File: config.mk
export PLATFORM = sky130hd
export DESIGN_NAME = handle_table_mark_sweep_core
export DESIGN_NICKNAME = d
export VERILOG_FILES = /design/src/design/htms_pkg.sv /design/src/design/handle_table_mark_sweep_core.sv
export VERILOG_INCLUDE_DIRS = /design/src /design/src/design
export SDC_FILE = /design/constraint.sdc
export NUM_CORES = 2
export LEC_CHECK = 0
export BUFFER_PORTS_ARGS = -buffer_cell sky130_fd_sc_hd__buf_2
export CORE_MARGIN = 2
export CORE_UTILIZATION = 60
export CTS_CLUSTER_SIZE = 30
export DETAILED_ROUTE_END_ITERATION = 10
export HOLD_SLACK_MARGIN = 0.1
export PLACE_DENSITY = 0.76
export SLEW_MARGIN = 20
export SYNTH_ARGS = -nofsm -noshare
export SYNTH_HDL_FRONTEND = slang
export SYNTH_SLANG_ARGS = --single-unit
File: constraint.sdc
create_clock -name clk -period 6 [get_ports clk]
set_input_delay 0.9 -clock clk [delete_from_list [all_inputs] [get_ports clk]]
set_output_delay 0.9 -clock clk [all_outputs]
set_load 0.1 [all_outputs]
File: src/design/handle_table_mark_sweep_core_defines.svh
// Assertion macros for the handle table core.
`ifndef HANDLE_TABLE_MARK_SWEEP_CORE_DEFINES_SVH
`define HANDLE_TABLE_MARK_SWEEP_CORE_DEFINES_SVH
`ifndef NO_ASSERTIONS
`define HTMS_ASSERT(lbl, clk, rst_n, prop, msg) \
  lbl: assert property (@(posedge clk) disable iff (!rst_n) prop) else $error(msg);
`define HTMS_NEVER(lbl, clk, rst_n, cond, msg) \
  lbl: assert property (@(posedge clk) disable iff (!rst_n) !(cond)) else $error(msg);
`else
`define HTMS_ASSERT(lbl, clk, rst_n, prop, msg)
`define HTMS_NEVER(lbl, clk, rst_n, cond, msg)
`endif
`endif

File: src/design/htms_pkg.sv
// Shared types and constants for the handle table core.
package htms_pkg;

  localparam int unsigned ACT_BITS = 2;

  typedef enum logic [ACT_BITS-1:0] {
    ACT_ALLOC  = 2'd0,
    ACT_LOOKUP = 2'd1,
    ACT_MARK   = 2'd2,
    ACT_SWEEP  = 2'd3
  } action_t;

  localparam int unsigned KEY_W   = 16;
  localparam int unsigned SLOT_W  = 6;
  localparam int unsigned FREED_W = 7;

endpackage

File: src/design/handle_table_mark_sweep_core.sv
// Handle table with allocate, lookup, mark and sweep over a slot memory.
//
// channel | dir | handshake           | beat
// in_     | in  | in_valid / in_stall | action, key_handle, user_active, last_in_list
// out_    | out | out_valid/out_stall | status, handle_out, slot_index, freed_count, list_done
//
// Every action scans all SLOTS entries of the slot memory, one read and at most
// one write-back per cycle: the result is loaded into the output register from
// S_PUSH after the last entry is checked, and the next beat is taken in S_IDLE.
// Reset is synchronous; per-entry valid bits make the whole table read as free.
// A new item is taken as soon as the previous result sits in the output register,
// even while out_stall holds it there; the scan then waits in S_PUSH until it drains.
`include "handle_table_mark_sweep_core_defines.svh"
module handle_table_mark_sweep_core
  import htms_pkg::*;
#(
  parameter int unsigned SLOTS       = 64,
  parameter int unsigned HANDLE_BITS = 16,
  parameter int unsigned USER_BITS   = 8
) (
  input  logic                 clk,
  input  logic                 rst_n,
  input  logic                 in_valid,
  output logic                 in_stall,
  input  logic [ACT_BITS-1:0]  in_action,
  input  logic [KEY_W-1:0]     in_key_handle,
  input  logic                 in_user_active,
  input  logic                 in_last_in_list,
  output logic                 out_valid,
  input  logic                 out_stall,
  output logic                 out_status,
  output logic [KEY_W-1:0]     out_handle_out,
  output logic [SLOT_W-1:0]    out_slot_index,
  output logic [FREED_W-1:0]   out_freed_count,
  output logic                 out_list_done
);

  localparam int unsigned IW   = (SLOTS > 1) ? $clog2(SLOTS) : 1;
  localparam int unsigned FW   = $clog2(SLOTS + 1);
  localparam int unsigned HB   = HANDLE_BITS;
  localparam int unsigned UB   = USER_BITS;
  localparam int unsigned DW   = HB + UB;
  localparam int unsigned KW   = (HB < KEY_W) ? HB : KEY_W;
  localparam int unsigned SW   = (IW < SLOT_W) ? IW : SLOT_W;
  localparam int unsigned CW   = (FW < FREED_W) ? FW : FREED_W;
  localparam logic [IW-1:0] LAST = IW'(SLOTS - 1);
  localparam logic [HB-1:0] HMAX = {HB{1'b1}};
  localparam logic [UB-1:0] UMAX = {UB{1'b1}};

  typedef enum logic [1:0] {S_IDLE, S_SCAN, S_PUSH} state_t;

  state_t           state_r;
  logic [IW-1:0]    rd_idx_r;
  logic             iss_done_r;
  logic             p_valid_r;
  logic [IW-1:0]    p_idx_r;
  logic [SLOTS-1:0] val_r;
  logic             rd_v_r;
  logic [DW-1:0]    rd_data_r;
  logic [DW-1:0]    mem [SLOTS];

  action_t          act_r;
  logic [HB-1:0]    key_r;
  logic             active_r;
  logic             done_r;

  logic [HB-1:0]    ctr_r, ctr_nxt, ctr_inc;
  logic             found_r, found_nxt;
  logic [IW-1:0]    res_slot_r, res_slot_nxt;
  logic [HB-1:0]    res_handle_r, res_handle_nxt;
  logic [FW-1:0]    freed_r, freed_nxt;

  logic             out_valid_r;
  logic             out_status_r;
  logic [KEY_W-1:0] out_handle_r;
  logic [SLOT_W-1:0] out_slot_r;
  logic [FREED_W-1:0] out_freed_r;
  logic             out_done_r;

  logic             accept;
  logic             push;
  logic [HB-1:0]    cur_h;
  logic [UB-1:0]    cur_u;
  logic             wr_en;
  logic [DW-1:0]    wr_data;

  logic             alloc_zero_wr;
  logic             rw_clash;
  logic             held_push;

  assign in_stall = (state_r != S_IDLE);
  assign accept   = in_valid && (state_r == S_IDLE);
  assign push     = (state_r == S_PUSH) && (!out_valid_r || !out_stall);

  // entries never written read as free with no users
  assign cur_h   = rd_v_r ? rd_data_r[DW-1:UB] : '0;
  assign cur_u   = rd_v_r ? rd_data_r[UB-1:0]  : '0;
  assign ctr_inc = (ctr_r == HMAX) ? HB'(1) : ctr_r + HB'(1);

  always_comb begin
    wr_en          = 1'b0;
    wr_data        = '0;
    found_nxt      = found_r;
    res_slot_nxt   = res_slot_r;
    res_handle_nxt = res_handle_r;
    ctr_nxt        = ctr_r;
    freed_nxt      = freed_r;
    if (p_valid_r) begin
      unique case (act_r)
        ACT_ALLOC: begin
          if (!found_r && cur_h == '0) begin
            wr_en          = 1'b1;
            wr_data        = {ctr_inc, UB'(0)};
            found_nxt      = 1'b1;
            res_slot_nxt   = p_idx_r;
            res_handle_nxt = ctr_inc;
            ctr_nxt        = ctr_inc;
          end
        end
        ACT_LOOKUP: begin
          if (!found_r && key_r != '0 && cur_h == key_r) begin
            found_nxt      = 1'b1;
            res_slot_nxt   = p_idx_r;
            res_handle_nxt = key_r;
          end
        end
        ACT_MARK: begin
          if (active_r && key_r != '0 && cur_h == key_r) begin
            wr_en     = 1'b1;
            wr_data   = {cur_h, (cur_u == UMAX) ? cur_u : cur_u + UB'(1)};
            found_nxt = 1'b1;
            if (!found_r) begin
              res_slot_nxt = p_idx_r;
            end
          end
        end
        ACT_SWEEP: begin
          wr_en = 1'b1;
          if (cur_h != '0 && cur_u == '0) begin
            wr_data   = '0;
            freed_nxt = freed_r + FW'(1);
          end else begin
            wr_data = {cur_h, UB'(0)};
          end
        end
        default: ;
      endcase
    end
    // a new beat starts from a clean result
    if (accept) begin
      found_nxt      = 1'b0;
      res_slot_nxt   = '0;
      res_handle_nxt = '0;
      freed_nxt      = '0;
    end
  end

  // slot memory: one read and one write port, registered read
  always_ff @(posedge clk) begin
    if (wr_en) begin
      mem[p_idx_r] <= wr_data;
    end
    rd_data_r <= mem[rd_idx_r];
  end

  always_ff @(posedge clk) begin
    if (!rst_n) begin
      state_r      <= S_IDLE;
      rd_idx_r     <= '0;
      iss_done_r   <= 1'b0;
      p_valid_r    <= 1'b0;
      val_r        <= '0;
      ctr_r        <= '0;
      found_r      <= 1'b0;
      freed_r      <= '0;
      out_valid_r  <= 1'b0;
      out_status_r <= 1'b0;
      out_handle_r <= '0;
      out_slot_r   <= '0;
      out_freed_r  <= '0;
      out_done_r   <= 1'b0;
    end else begin
      p_valid_r <= (state_r == S_SCAN) && !iss_done_r;
      if (wr_en) begin
        val_r[p_idx_r] <= 1'b1;
      end
      ctr_r   <= ctr_nxt;
      found_r <= found_nxt;
      freed_r <= freed_nxt;
      if (push) begin
        out_valid_r <= 1'b1;
        out_done_r  <= done_r;
        unique case (act_r)
          ACT_ALLOC, ACT_LOOKUP: begin
            out_status_r <= !found_r;
            out_handle_r <= KEY_W'(res_handle_r[KW-1:0]);
            out_slot_r   <= SLOT_W'(res_slot_r[SW-1:0]);
            out_freed_r  <= '0;
          end
          ACT_MARK: begin
            out_status_r <= active_r && !found_r;
            out_handle_r <= '0;
            out_slot_r   <= SLOT_W'(res_slot_r[SW-1:0]);
            out_freed_r  <= '0;
          end
          ACT_SWEEP: begin
            out_status_r <= 1'b0;
            out_handle_r <= '0;
            out_slot_r   <= '0;
            out_freed_r  <= FREED_W'(freed_r[CW-1:0]);
          end
        endcase
      end else if (out_valid_r && !out_stall) begin
        out_valid_r <= 1'b0;
      end
      unique case (state_r)
        S_IDLE: begin
          if (accept) begin
            state_r    <= S_SCAN;
            rd_idx_r   <= '0;
            iss_done_r <= 1'b0;
          end
        end
        S_SCAN: begin
          if (!iss_done_r) begin
            if (rd_idx_r == LAST) begin
              iss_done_r <= 1'b1;
            end else begin
              rd_idx_r <= rd_idx_r + IW'(1);
            end
          end
          if (p_valid_r && p_idx_r == LAST) begin
            state_r <= S_PUSH;
          end
        end
        S_PUSH: begin
          if (push) begin
            state_r <= S_IDLE;
          end
        end
        default: state_r <= S_IDLE;
      endcase
    end
  end

  always_ff @(posedge clk) begin
    p_idx_r      <= rd_idx_r;
    rd_v_r       <= val_r[rd_idx_r];
    res_slot_r   <= res_slot_nxt;
    res_handle_r <= res_handle_nxt;
    if (accept) begin
      act_r    <= action_t'(in_action);
      key_r    <= HB'(in_key_handle[KW-1:0]);
      active_r <= in_user_active;
      done_r   <= in_last_in_list;
    end
  end

  assign out_valid       = out_valid_r;
  assign out_status      = out_status_r;
  assign out_handle_out  = out_handle_r;
  assign out_slot_index  = out_slot_r;
  assign out_freed_count = out_freed_r;
  assign out_list_done   = out_done_r;

  assign alloc_zero_wr = wr_en && act_r == ACT_ALLOC && wr_data[DW-1:UB] == '0;
  assign rw_clash      = wr_en && !iss_done_r && p_idx_r == rd_idx_r;
  assign held_push     = state_r == S_PUSH && out_valid_r && out_stall;

  `HTMS_NEVER(a_alloc_nonzero, clk, rst_n, alloc_zero_wr, "allocate wrote handle zero")
  `HTMS_NEVER(a_rw_same_entry, clk, rst_n, rw_clash, "write-back hits entry being read")
  `HTMS_ASSERT(a_push_waits, clk, rst_n, held_push |=> state_r == S_PUSH, "push over held beat")
  `HTMS_NEVER(a_freed_range, clk, rst_n, freed_r > FW'(SLOTS), "freed count beyond table size")
  `HTMS_NEVER(a_scan_no_out, clk, rst_n, p_valid_r && state_r != S_SCAN, "stray slot work")

endmodule
Word level (Yosys, flattened, before mapping)
Memory sizes are Yosys's and may differ from the RTL's. A register that Yosys moved wholly into a read port is not among the register bits.
Index checks and enable logic that the tools add are counted.
Widths: inputs -> output; s select.

word-level totals
  word-level logic and storage cells = 141
  memory bits (writable) = 1,536
  register bits = 179
  bits of input ports = 24
  output and inout bits = 33
  memories = 1

cells by class
  multiplexer cells = 49
  equal/unequal tests = 19
  reduce and logical (&&, ||, !) cells = 41
  bitwise gates (word level) = 2
  add/subtract/negate cells = 4
  order comparisons = 3

memory list
  name  depth  bits a word  rd ports  clocked after Yosys merged registers in  wr ports  RTL line                            text
  mem   64     24           1         1                                        1         handle_table_mark_sweep_core.sv:60  logic [DW-1:0] mem [SLOTS];

operators by type and width
  operator               number
  $mux 24                4
  $pmux 24 s3            1
  $mux 16                4
  $or 64x64->64          1
  $pmux 16 s2            2
  $mux 6                 7
  $reduce_bool 16->1     2
  $pmux 6 s2             2
  $pmux 6 s3             1
  $add 16x1->16 const B  1
  $eq 16x16->1           1
  $eq 16x16->1 const B   1
  $logic_not 16->1       1
  $mux 8                 2
  $ne 2x2->1 const B     8
  $mux 1                 15
  $lt 6x7->1 const B     2
  $pmux 7 s2             1
  $logic_and 1x1->1      13
  $eq 6x6->1 const B     2
  $pmux 1 s3             3
  $reduce_and 3->1       3
  $add 8x1->8 const B    1
  $eq 8x8->1 const B     1
  other kinds (24)       39

Logic depth before layout (Yosys ltp)
  depth in word-level cells = 8
  depth in mapped cells = 11

Worst setup path before layout
No wires, ideal clock.

  path kind = reg2reg
  from = reg rd_v_r
  to = mem mem[0][4] in the netlist's numbering, data pin
  stages on the path, launching flop included = 12
  data required time = 5,289 ps
  period minus slack after synthesis = 5,228 ps
  arrival time = 4,517 ps
  slack = 772 ps
  cell sequence = dfxtp_1 > buf_4 > buf_2 > nand2_1 > inv_1 > ha_1 > nand4_1 > or3_1 > clkbuf_1 > nand4_1 > xor2_1 > nor3b_1

on the way
  cells in the longest elaborated chain, start to end = 6

RTL lines
  what                                                RTL line                                                                  text
  start, declared                                     handle_table_mark_sweep_core.sv:58                                        logic rd_v_r;
  start signal, assigned                              handle_table_mark_sweep_core.sv:248                                       rd_v_r <= val_r[rd_idx_r];
  $mux 8 / $mux 16 (equally long branches)            handle_table_mark_sweep_core.sv:97, handle_table_mark_sweep_core.sv:96
  $add 8x1->8 (tied with other cells)                 handle_table_mark_sweep_core.sv:130                                       wr_data = {cur_h, (cur_u == UMAX) ? cur_u : cur_u + UB'(1)};
  $mux 8 / $logic_and 1x1->1 (equally long branches)  handle_table_mark_sweep_core.sv:130, handle_table_mark_sweep_core.sv:128
  $mux 24 (*)                                         handle_table_mark_sweep_core.sv:128                                       if (active_r && key_r != '0 && cur_h == key_r) begin
  $pmux 24 s3 (*)                                     handle_table_mark_sweep_core.sv:109                                       unique case (act_r)
  $mux 24 (*)                                         handle_table_mark_sweep_core.sv:108                                       if (p_valid_r) begin
  via wr_data[4]                                      handle_table_mark_sweep_core.sv:85                                        logic [DW-1:0] wr_data;
  end, declared                                       handle_table_mark_sweep_core.sv:60

The timed path passes the listed nets; every way through them passes the cells marked *.

Final worst setup path
  from = reg rd_v_r
  to = mem mem[52][0] in the netlist's numbering (enable)

on the way
  cells in the longest elaborated chain, start to end = 8

RTL lines
  what                                                     RTL line                                                                  text
  $mux 16 (*)                                              handle_table_mark_sweep_core.sv:96                                        assign cur_h = rd_v_r ? rd_data_r[DW-1:UB] : '0;
  $eq 16x16->1 / $logic_not 16->1 (equally long branches)  handle_table_mark_sweep_core.sv:128, handle_table_mark_sweep_core.sv:111
  $logic_and 1x1->1 (on tied branches)                     handle_table_mark_sweep_core.sv:128, handle_table_mark_sweep_core.sv:111
  $mux 1 (on tied branches)                                handle_table_mark_sweep_core.sv:128, handle_table_mark_sweep_core.sv:111
  $pmux 1 s3 (*)                                           handle_table_mark_sweep_core.sv:109
  $mux 1 (*)                                               handle_table_mark_sweep_core.sv:108
  $mux 1 (*)                                               handle_table_mark_sweep_core.sv:160                                       if (wr_en) begin
  $mux 1 (implied by the code) (*)                         handle_table_mark_sweep_core.sv:161                                       mem[p_idx_r] <= wr_data;

Every way passes the cells marked *; elsewhere a longest branch is shown, timed or not.

==> tab_implementation.tex <==
\begin{tabular}{lr}
\hline
Metric & Value \\
\hline
\multicolumn{2}{l}{\textbf{Global routing}} \\
Met2 demand-to-capacity share in global routing & 0.488 \\
Met1 global-route usage & 0.410 \\
Pin count of the biggest net entering global routing & $\sim$120 \\
Vias in the first global route & 34,700 \\
Met3 GRT Util & 0.0731 \\
GRT Overall Usage & 0.305 \\
Wire length of the first global-routing pass & between 200 and 250 mm \\
Antenna violations before repair & 14 \\
Grt peak-use layer & met2 \\
Overall overflow remaining after global route & 0 \\
\multicolumn{2}{l}{\textbf{Setup path}} \\
Most common cell type on the critical path & sky130\_fd\_sc\_hd\_\_nand4\_1 \\
Crit path kind & reg2reg \\
Peak fanout along the critical path & 32 \\
Kind of launch point of the worst setup path & flop \\
Origin of the worst setup path & rd\_v\_r \\
Register-to-register setup slack & roughly 1.2 ns \\
CP arrival & 5.19 ns \\
Setup crit end kind & flop \\
Worst setup endpoint & mem[52][0] \\
CP required & 6.40 ns \\
Slowest Stage Delay on Critical Path & 0.98 ns \\
Worst reg2reg startpoint & rd\_v\_r \\
Slowest cell on crit path & sky130\_fd\_sc\_hd\_\_dfxtp\_1 \\
Cell-by-cell listing of the critical path & and4bb\_2 -> a2bb2oi\_1 -> a2111oi\_2 -> nand4\_1 -> o21ai\_2 -> nand4\_1 -> nor2\_4 \\
Endpoint of the worst register-to-register path & mem[52][0] \\
Reg2reg path depth & 7 \\
\multicolumn{2}{l}{\textbf{STA}} \\
Relative max-transition margin & 0.240 \\
Final critical-path required period & around 4.8 ns \\
Tightest hold margin & 0.319 ns \\
Maximum clock skew at final layout & 0.0352 ns \\
Sum of negative setup slack & 0 ns \\
Fraction of the cycle the final worst path needs & 0.798 \\
RSZ-0062 raised after global routing & false \\
Fin. max-slew vios & 0 \\
Tightest Pin Transition & 1.14 ns \\
Final hold violations & 0 \\
Max Clk Rate & about 0.21 GHz \\
\# setup viols final & 0 \\
\multicolumn{2}{l}{\textbf{Yosys}} \\
Post-synthesis sequential element count & between 1,500 and 2,000 \\
Adder-cell share of the synthesized area & 0.000928 \\
Async SR Flop Fraction & 0 \\
Fraction of synthesized area in multiplexers & 0.177 \\
Synthesized cell area & 67,400 sq um \\
Yosys cell types & 63 \\
Most common flop cell mapped by yosys & sky130\_fd\_sc\_hd\_\_edfxtp\_1 \\
Portion of the post-synthesis area used by sequential elements & 0.748 \\
Net count after synthesis & roughly 3,200 \\
Synthesized netlist cell count & 3,200 \\
Biggest area consumer among synthesized cells & sky130\_fd\_sc\_hd\_\_edfxtp\_1 \\
Area fraction in and, or, nand and nor cells after synthesis & 0.0349 \\
Dominant combinational cell family by area after synthesis & multiplexers \\
Number of warning messages in the yosys log & 0 \\
Share of Yosys cell area claimed by the top area cell type & 0.693 \\
Biggest area contributors in the synthesized netlist & sky130\_fd\_sc\_hd\_\_edfxtp\_1 69\%, sky130\_fd\_sc\_hd\_\_mux4\_2 18\%, sky130\_fd\_sc\_hd\_\_dfxtp\_1 5.4\% \\
Synthesized-area fraction occupied by ao, oa, aoi and oai cells & 0.0207 \\
Number of flops mapped to enable cells by yosys & approximately 1,600 \\
Share of the synthesized netlist area taken by xor and xnor gates & 0.00533 \\
Mean post-synth cell area & around 21 sq um \\
\multicolumn{2}{l}{\textbf{Job}} \\
Total of max-cap violations & 0 \\
\multicolumn{2}{l}{\textbf{Die}} \\
Die Footprint & 115,000 sq um \\
Top-level port count & 57 \\
Starting utilization of the core area & 0.607 \\
Floorplan die height & 339 um \\
Die Width & about 340 um \\
Placement Rows & 122 \\
Core ar. & 111,000 sq um \\
\multicolumn{2}{l}{\textbf{Clock network}} \\
Root buf cell & sky130\_fd\_sc\_hd\_\_clkbuf\_16 \\
CTS Buf Count & 164 \\
Hold buffers post-CTS & 0 \\
Deepest clock path buffer count & 3 \\
Worst-path clk slew & about 0.060 ns \\
Total of cells resized after clock tree synthesis & 0 \\
Insertion delay of the later-clocked pin in the worst-skew pair & 0.79 ns \\
\# Post-CTS Setup Buffers & 0 \\
Number of H-tree levels & 4 \\
Clock tree sinks & 1,739 \\
TritonCTS clock tree & done \\
\multicolumn{2}{l}{\textbf{Drt}} \\
Routed length per placed instance & about 34 um \\
Total wire length & $\sim$170 mm \\
Vias post-DR & roughly 34,000 \\
Remaining antenna violation count after routing & 0 \\
Detailed-router iteration count before antenna repair & 6 \\
Number of vias per cell after detailed routing & 6.82 \\
Detailed Route Iter0 Violations & 4,865 \\
DRC violations left & 0 \\
\multicolumn{2}{l}{\textbf{Hold path}} \\
HP Class & in2reg \\
Hold Crit Depth & 1 \\
Hold path startpoint & in\_last\_in\_list \\
\multicolumn{2}{l}{\textbf{Final layout}} \\
Commonest cells after routing, fill and taps aside & 1,556 x sky130\_fd\_sc\_hd\_\_edfxtp\_1, 525 x sky130\_fd\_sc\_hd\_\_mux4\_2, 177 x sky130\_fd\_sc\_hd\_\_dfxtp\_1 \\
Filler cell count in the final layout & roughly 6,600 \\
Layout cell share with drive strength beyond 1 & 0.300 \\
Layout overhead on the synthesized area & 12.1\% \\
Count of nets after finishing & 3,388 \\
Most common library cell in the layout ignoring fill and taps & sky130\_fd\_sc\_hd\_\_edfxtp\_1 \\
\multicolumn{2}{l}{\textbf{Placed design}} \\
\# port buffers & 56 \\
Gpl congestion & around 0.93 \\
Post-detailed-placement half-perimeter wirelength & approximately 96 mm \\
\multicolumn{2}{l}{\textbf{Pwr}} \\
Pwr Density & 316 nW/um\^{}2 \\
Maximum ir drop on the vdd rail & about 280 uV \\
Leakage & 24.2 nW \\
\multicolumn{2}{l}{\textbf{Status}} \\
Outcome & finished clean \\
\hline
\end{tabular}
-- critical path: cells and delay by family (launching register included) --
family             cells  cell delay (ns)
and+or+nand+nor        4             2.37
DFF                    1             0.98
AOI/OAI and AO/OA      3             1.01
-- cells in the mapped netlist (4+ instances only) --
cell type,count
sky130_fd_sc_hd__a211oi_1,7
sky130_fd_sc_hd__a21boi_0,37
sky130_fd_sc_hd__a21oi_1,12
sky130_fd_sc_hd__a22oi_1,5
sky130_fd_sc_hd__a31oi_1,7
sky130_fd_sc_hd__a32o_1,14
sky130_fd_sc_hd__and2_1,12
sky130_fd_sc_hd__and3_1,12
sky130_fd_sc_hd__buf_1,23
sky130_fd_sc_hd__buf_2,41
sky130_fd_sc_hd__buf_4,12
sky130_fd_sc_hd__buf_6,5
sky130_fd_sc_hd__clkbuf_1,107
sky130_fd_sc_hd__dfxtp_1,183
sky130_fd_sc_hd__edfxtp_1,1556
sky130_fd_sc_hd__ha_1,5
sky130_fd_sc_hd__inv_1,16
sky130_fd_sc_hd__mux2i_1,10
sky130_fd_sc_hd__mux4_2,525
sky130_fd_sc_hd__nand2_1,148
sky130_fd_sc_hd__nand2b_1,12
sky130_fd_sc_hd__nand3_1,53
sky130_fd_sc_hd__nand3b_1,20
sky130_fd_sc_hd__nand4_1,21
sky130_fd_sc_hd__nand4_4,5
sky130_fd_sc_hd__nor2_1,75
sky130_fd_sc_hd__nor2b_1,16
sky130_fd_sc_hd__nor3_1,58
sky130_fd_sc_hd__nor4_1,9
sky130_fd_sc_hd__nor4bb_1,4
sky130_fd_sc_hd__o21a_1,6
sky130_fd_sc_hd__o21ai_0,87
sky130_fd_sc_hd__o22ai_1,10
sky130_fd_sc_hd__or3_1,4
sky130_fd_sc_hd__xnor2_1,18
sky130_fd_sc_hd__xor2_1,23
-- kinds of logic (layout without fill, tap and decap cells) --
logic type	count (synthesis)	count (layout)
other	0	4
AND/OR/NAND/NOR	464	464
multiplexers	537	537
AO/OA/AOI/OAI	210	210
flip-flops	1739	1739
adder cells (fa/ha/maj)	5	5
XOR/XNOR	41	41
buffers and inverters	204	495
-- per-layer routing --
| metal | wire [um] | part of all wire |
|---|---|---|
| met4 | 7320 | 0.043 |
| met2 | 84200 | 0.49 |
| met3 | 18600 | 0.11 |
| met1 | 61500 | 0.36 |
| met5 | 81 | 0.00047 |
-- flip-flops by register name (all words and copies together) (netlist names), 2 cells and up --
name / flops
res_handle_r: 16
rd_idx_r: 6
act_r: 2
ctr_r: 16
p_idx_r: 6
key_r: 16
out_freed_count: 7
val_r: 64
state_r: 2
rd_data_r: 24
freed_r: 7
out_handle_out: 16
res_slot_r: 6
out_slot_index: 6
mem: 1536
-- worst min-delay path by stage --
stage,end,slack [ns]
global route,key_r[3],0.29
finish,done_r,0.32
detailed placement,val_r[34],0.44
CTS,key_r[3],0.28
global placement,val_r[27],0.43
floorplan,p_idx_r[2],0.33
-- per-stage QoR --
stage	worst slack (ns)	cell area, sq um	power [mW]	util	std cells
after floorplan	0.772	67400	13.8	-	3200
after global placement	1.38	70300	13.9	0.633	4681
after detailed placement	1.26	70300	13.9	0.633	4681
after CTS	1.22	75500	24.0	0.680	4979
after global routing	0.960	75500	24.4	0.681	4979
final	1.21	75500	23.9	0.681	4983
-- layout make-up --
cell class	instances	area [sq um]	share of cell area
multi-input cells	1257	16600	0.219
inverters	16	60.1	0.000795
clock inverters	89	860	0.0114
flip-flops and latches	1739	50400	0.667
diodes	4	10.0	0.000133
well taps	1488	1860	0.0247
repair buffers	181	1400	0.0185
clock buffers	209	4370	0.0578
-- report_power, final --
part           leakage [nW]  internal, mW  switching, mW  total [mW]
Combinational          4.72         0.245          0.333       0.578
Sequential             16.9          13.0         0.0637        13.1
Clock                  2.53          5.76           4.43        10.2
Total                  24.2          19.0           4.83        23.9
Power figures use the tool's default switching activity.
